--- config.mk ---
export PLATFORM = sky130hd
export DESIGN_NAME = lbcd_back
export DESIGN_NICKNAME = d
export VERILOG_FILES = /design/src/hw/rtl/lbcd_pkg.sv /design/src/hw/rtl/lbcd_back.sv
export SDC_FILE = /design/constraint.sdc
export NUM_CORES = 1
export LEC_CHECK = 0
export BUFFER_PORTS_ARGS = -buffer_cell sky130_fd_sc_hd__buf_2
export CAP_MARGIN = 30
export CORE_MARGIN = 4
export CORE_UTILIZATION = 40
export CTS_BUF_LIST = sky130_fd_sc_hd__clkbuf_4 sky130_fd_sc_hd__clkbuf_8
export DETAILED_ROUTE_END_ITERATION = 6
export PLACE_DENSITY_LB_ADDON = 0.05
export SLEW_MARGIN = 20
export SYNTH_ARGS = -nofsm -noshare
export SYNTH_HDL_FRONTEND = slang
export SYNTH_SLANG_ARGS = --single-unit
--- constraint.sdc ---
create_clock -name aclk -period 8.4 [get_ports aclk]
set_input_delay 0.84 -clock aclk [delete_from_list [all_inputs] [get_ports aclk]]
set_output_delay 0.84 -clock aclk [all_outputs]
set_load 0.05 [all_outputs]
--- src/hw/rtl/lbcd_pkg.sv ---
// ----------------------------------------------------------------------------
// lbcd_pkg
// Shared constants, result type and helpers of the label block decoder.
// ----------------------------------------------------------------------------
package lbcd_pkg;

    localparam int unsigned MAX_LABELS  = 4096;
    localparam int unsigned MAX_TABLE   = 8192;
    localparam int unsigned GRID_EDGE   = 8;
    localparam int unsigned NUM_SUB     = GRID_EDGE * GRID_EDGE * GRID_EDGE;
    localparam int unsigned SUB_VOXELS  = 512;

    localparam int unsigned LBL_AW = $clog2(MAX_LABELS);
    localparam int unsigned TBL_AW = $clog2(MAX_TABLE);
    localparam int unsigned SUB_AW = $clog2(NUM_SUB);

    // result queue between decoder and output stage
    localparam int unsigned QDEPTH       = 16;
    localparam int unsigned QAW          = $clog2(QDEPTH);
    localparam int unsigned MAX_PER_BYTE = 8;

    localparam logic [1:0] KIND_RUN     = 2'd0;
    localparam logic [1:0] KIND_UNIFORM = 2'd1;
    localparam logic [1:0] KIND_ERROR   = 2'd2;

    localparam logic [2:0] ERR_NONE      = 3'd0;
    localparam logic [2:0] ERR_BAD_GRID  = 3'd1;
    localparam logic [2:0] ERR_OVERFLOW  = 3'd2;
    localparam logic [2:0] ERR_RANGE     = 3'd3;
    localparam logic [2:0] ERR_TRUNCATED = 3'd4;

    typedef struct packed {
        logic [1:0]  kind;
        logic [63:0] label;
        logic [8:0]  subblock_number;
        logic [8:0]  voxel_offset;
        logic [9:0]  run_length;
        logic [2:0]  error_code;
        logic        block_done;
    } res_t;

    typedef struct packed {
        logic push;       // write one result at the tail
        logic discard;    // drop uncommitted results first
        logic commit;     // release everything written so far
        logic mark_done;  // flag the newest uncommitted result as last of block
    } qctl_t;

    // bits per packed voxel index for a subblock of ns labels (ns >= 2)
    function automatic logic [3:0] index_bits(input logic [9:0] ns);
        logic [3:0] b;
        if (ns <= 10'd2)        b = 4'd1;
        else if (ns <= 10'd4)   b = 4'd2;
        else if (ns <= 10'd8)   b = 4'd3;
        else if (ns <= 10'd16)  b = 4'd4;
        else if (ns <= 10'd32)  b = 4'd5;
        else if (ns <= 10'd64)  b = 4'd6;
        else if (ns <= 10'd128) b = 4'd7;
        else if (ns <= 10'd256) b = 4'd8;
        else                    b = 4'd9;
        return b;
    endfunction

endpackage

--- src/hw/rtl/lbcd_back.sv ---
// ----------------------------------------------------------------------------
// lbcd_back
// Commit queue for decoded results and the registered output stage.
// ----------------------------------------------------------------------------
module lbcd_back (
    input  logic               aclk,
    input  logic               aresetn,
    input  lbcd_pkg::qctl_t    qctl,
    input  lbcd_pkg::res_t     qres,
    output logic               space_ok,
    output logic               out_valid,
    input  logic               out_ready,
    output lbcd_pkg::res_t     out_res
);

    localparam int unsigned PW = lbcd_pkg::QAW + 1;

    lbcd_pkg::res_t            q_mem [lbcd_pkg::QDEPTH];
    logic [lbcd_pkg::QDEPTH-1:0] done_reg, done_next;
    logic [PW-1:0]             wr_reg, wr_next;
    logic [PW-1:0]             rd_reg, rd_next;
    logic [PW-1:0]             cm_reg, cm_next;
    logic [PW-1:0]             wbase;
    logic [PW-1:0]             used;
    logic                      pop;
    logic                      ov_reg, ov_next;
    lbcd_pkg::res_t            or_reg;

    assign used     = wr_reg - rd_reg;
    assign space_ok = used <= PW'(lbcd_pkg::QDEPTH - lbcd_pkg::MAX_PER_BYTE - 1);
    assign wbase    = qctl.discard ? cm_reg : wr_reg;
    assign pop      = (rd_reg != cm_reg) && (!ov_reg || out_ready);

    always_comb begin
        wr_next   = wbase + PW'(qctl.push);
        cm_next   = qctl.commit ? wr_next : cm_reg;
        rd_next   = rd_reg + PW'(pop);
        ov_next   = pop ? 1'b1 : (out_ready ? 1'b0 : ov_reg);
        done_next = done_reg;
        if (qctl.push) begin
            done_next[wbase[lbcd_pkg::QAW-1:0]] = qres.block_done;
        end
        if (qctl.mark_done && wr_reg != cm_reg) begin
            done_next[lbcd_pkg::QAW'(wr_reg - PW'(1))] = 1'b1;
        end
    end

    always_ff @(posedge aclk) begin
        if (qctl.push) begin
            q_mem[wbase[lbcd_pkg::QAW-1:0]] <= qres;
        end
        if (pop) begin
            or_reg            <= q_mem[rd_reg[lbcd_pkg::QAW-1:0]];
            or_reg.block_done <= done_reg[rd_reg[lbcd_pkg::QAW-1:0]];
        end
    end

    always_ff @(posedge aclk) begin
        if (!aresetn) begin
            wr_reg   <= '0;
            rd_reg   <= '0;
            cm_reg   <= '0;
            ov_reg   <= 1'b0;
            done_reg <= '0;
        end else begin
            wr_reg   <= wr_next;
            rd_reg   <= rd_next;
            cm_reg   <= cm_next;
            ov_reg   <= ov_next;
            done_reg <= done_next;
        end
    end

    assign out_valid = ov_reg;
    assign out_res   = or_reg;

    a_fill_bound: assert property (@(posedge aclk) disable iff (!aresetn)
        used <= PW'(lbcd_pkg::QDEPTH))
        else $error("result queue over full");

    a_commit_inside: assert property (@(posedge aclk) disable iff (!aresetn)
        PW'(cm_reg - rd_reg) <= used)
        else $error("commit pointer outside queued range");

    a_push_room: assert property (@(posedge aclk) disable iff (!aresetn)
        qctl.push && !qctl.discard |-> used < PW'(lbcd_pkg::QDEPTH))
        else $error("push into full result queue");

endmodule

==> metrics.txt <==
status finished, final reports clean; most frequent cells in the layout edfxtp_1, nand2_1, mux4_2, clkbuf_8, buf_2; Max Clock Freq 224 MHz; Initial Utilization 0.403; chip width 408 um; CTS tree done; CP arrival 3.62 ns; final setup fails 0; post-synthesis register bit count 1682; share of layout cells above drive strength 1 0.308; Post-synth EDFFs 1650; post-synth cell types 41; Pwr per Cell Area 286 mW/mm2; Critical Path RT 7.56 ns; htree depth 5; fin crit period 4.46 ns; Core Area 0.159 mm2; VDD IR max 223 uV; routability congestion estimate 0.733; Hold Vio Cnt, Final 0; Num CTS Buffers 304; Slew headroom 0.250; worst-case clock buffer depth 4; syn_nets 3135; initial antenna violation count 27; CTS sink cnt 1682; root buf cell clkbuf_8; DP Worst Slack 4.35 ns; port buffer count 204; main combinational cell family by area after synthesis multiplexers; Tot Pwr 0.0210 W; RSZ-0062 raised after global routing false; area leader, netlist edfxtp_1; adder-cell area share of the yosys netlist 0.00188; Post-synth ARST share 0; vias in the first global route 34.3k; hold crit path type in -> reg; Mapped Area 0.0639 mm2; Synth Area in Simple Gates 0.0404; met3 GRT Util 0.0430; via count 31.2k; Total Routing Usage GR 0.196; Slew Viols, Final 0; CP max FO 50; Worst-path clk slew 0.06 ns; Routed WL 163000 um; Most used DFF post-synth edfxtp_1; TNS Setup 0 ns; GRT Residual Overflow 0; CP endpoint kind output port; die area 0.166 mm2; Worst-Skew Late Latency 0.99 ns; startpoint type of the worst setup path register; max-cap viol count 0; Setup Fix Bufs, Post-CTS 0; Nets 3548; mux contribution to synthesized area 0.141; post-synthesis compound-gate area fraction 0.0132; xor/xnor share of the synthesized area 0.00288; CTS resizes 0; largest net degree at the start of global routing 140; Die Y 408 um; DRC viols 0; drt pass-1 iters 5; sequential-to-total area share from yosys stat 0.785; Leak 23.3 nW; Post-DP HPWL 85000 um; Final WS setup 3.94 ns; GR peak layer met2; met1 Usage GRT 0.253; top post-synthesis cells by area edfxtp_1, mux4_2, nand2_1; Synth top area share 0.775; syn_area_per_cell 21.2 um2; Vias/cell 5.44; met2 Use GR 0.334; Yosys warning count 0; Worst-Margin Slew 1.12 ns; max reg flops 1552; First DRT Iteration DRCs 2592; P&R area growth vs syn 14.5%; IO Pins 205; CP Class reg -> out; Synth Instances 3021; routed len/inst 28.4 um; Std-Cell Rows 146; period utilisation layout 0.531; commonest non-fill, non-tap cell in the layout edfxtp_1; Setup Skew 0.0693 ns; hold_buf cts 0; first-pass GRT wire length 237000 um; DRT antenna net count 0
## cells in the mapped netlist (all sizes together), types with 2 or more instances
master  count
ha          8
mux4      392
xnor2      11
nor2b       9
nor3        2
nand4      16
xor2       10
and3       98
and2        8
a22oi       2
nor2       27
buf        97
o21ai       7
inv        10
nand3      10
a21oi      18
clkbuf     69
edfxtp   1650
a21boi      2
and3b       2
a32oi       4
nand2b      4
mux2i      21
dfxtp      32
a31oi     100
o22ai       2
nand2     401
or3b        2
## final timing paths
kind | start | end | slack [ns] | cells past startpoint
setup / recovery | rd_reg[1] | space_ok | 3.94 | 8
hold / removal | aresetn | wr_reg[1] | 0.23 | 2
setup reg to reg | wr_reg[2] | q_mem[7][34] | 4.71 | 5
hold reg to reg | out_valid | out_valid | 0.52 | 2
## layout make-up
| class | count | area [um2] |
|---|---|---|
| Fill cell | 13400 | 85400 |
| Sequential cell | 1682 | 50200 |
| Multi-Input combinational cell | 1162 | 12900 |
| Clock buffer | 396 | 4930 |
| Tap cell | 2072 | 2590 |
| Timing Repair Buffer | 273 | 1860 |
| Clock inverter | 121 | 591 |
| Inverter | 11 | 58.8 |
| Antenna cell | 14 | 35.0 |
## cell families after synthesis
family | Yosys count
buffers and inverters | 177
AOI/OAI and AO/OA | 137
xor gates and xnor gates | 21
muxes | 413
and+or+nand+nor | 582
adders and majority gates | 9
DFF | 1682
## routing by layer
| metal | vias up | wire length (um) |
|---|---|---|
| met1 | 16800 | 67700 |
| li1 | 13200 | - |
| met2 | 864 | 83000 |
| met3 | 265 | 8600 |
| met5 | - | 47 |
| met4 | 6 | 3440 |
## stage by stage
stage	cell area [um2]	util	hold WS [ns]	cells
3_3_place_gp	67200	0.424	0.515	5184
4_1_cts	73100	0.461	0.109	5715
3_5_place_dp	67600	0.426	0.519	5198
2_1_floorplan	63900	-	0.458	3021
6_report	73200	0.461	0.227	5731
5_1_grt	73100	0.461	0.161	5722
## critical path, stage by stage (launching register included)
cell and delay [ns]:
dfxtp_4 0.78, inv_6 0.40, ha_1 0.40, nor2b_1 0.12
o21ai_0 0.14, nand2b_1 0.12, nor4bb_1 0.29, a211o_1 0.14
buf_2 0.26
## where the power goes
part | internal (W) | switching (W) | leakage [nW]
sequential | 0.00970 | 0.000239 | 15.2
clock | 0.00389 | 0.00321 | 2.91
combinational | 0.00139 | 0.00252 | 5.17
total | 0.0150 | 0.00598 | 23.3
No activity file was read; power rests on OpenSTA's default activity.
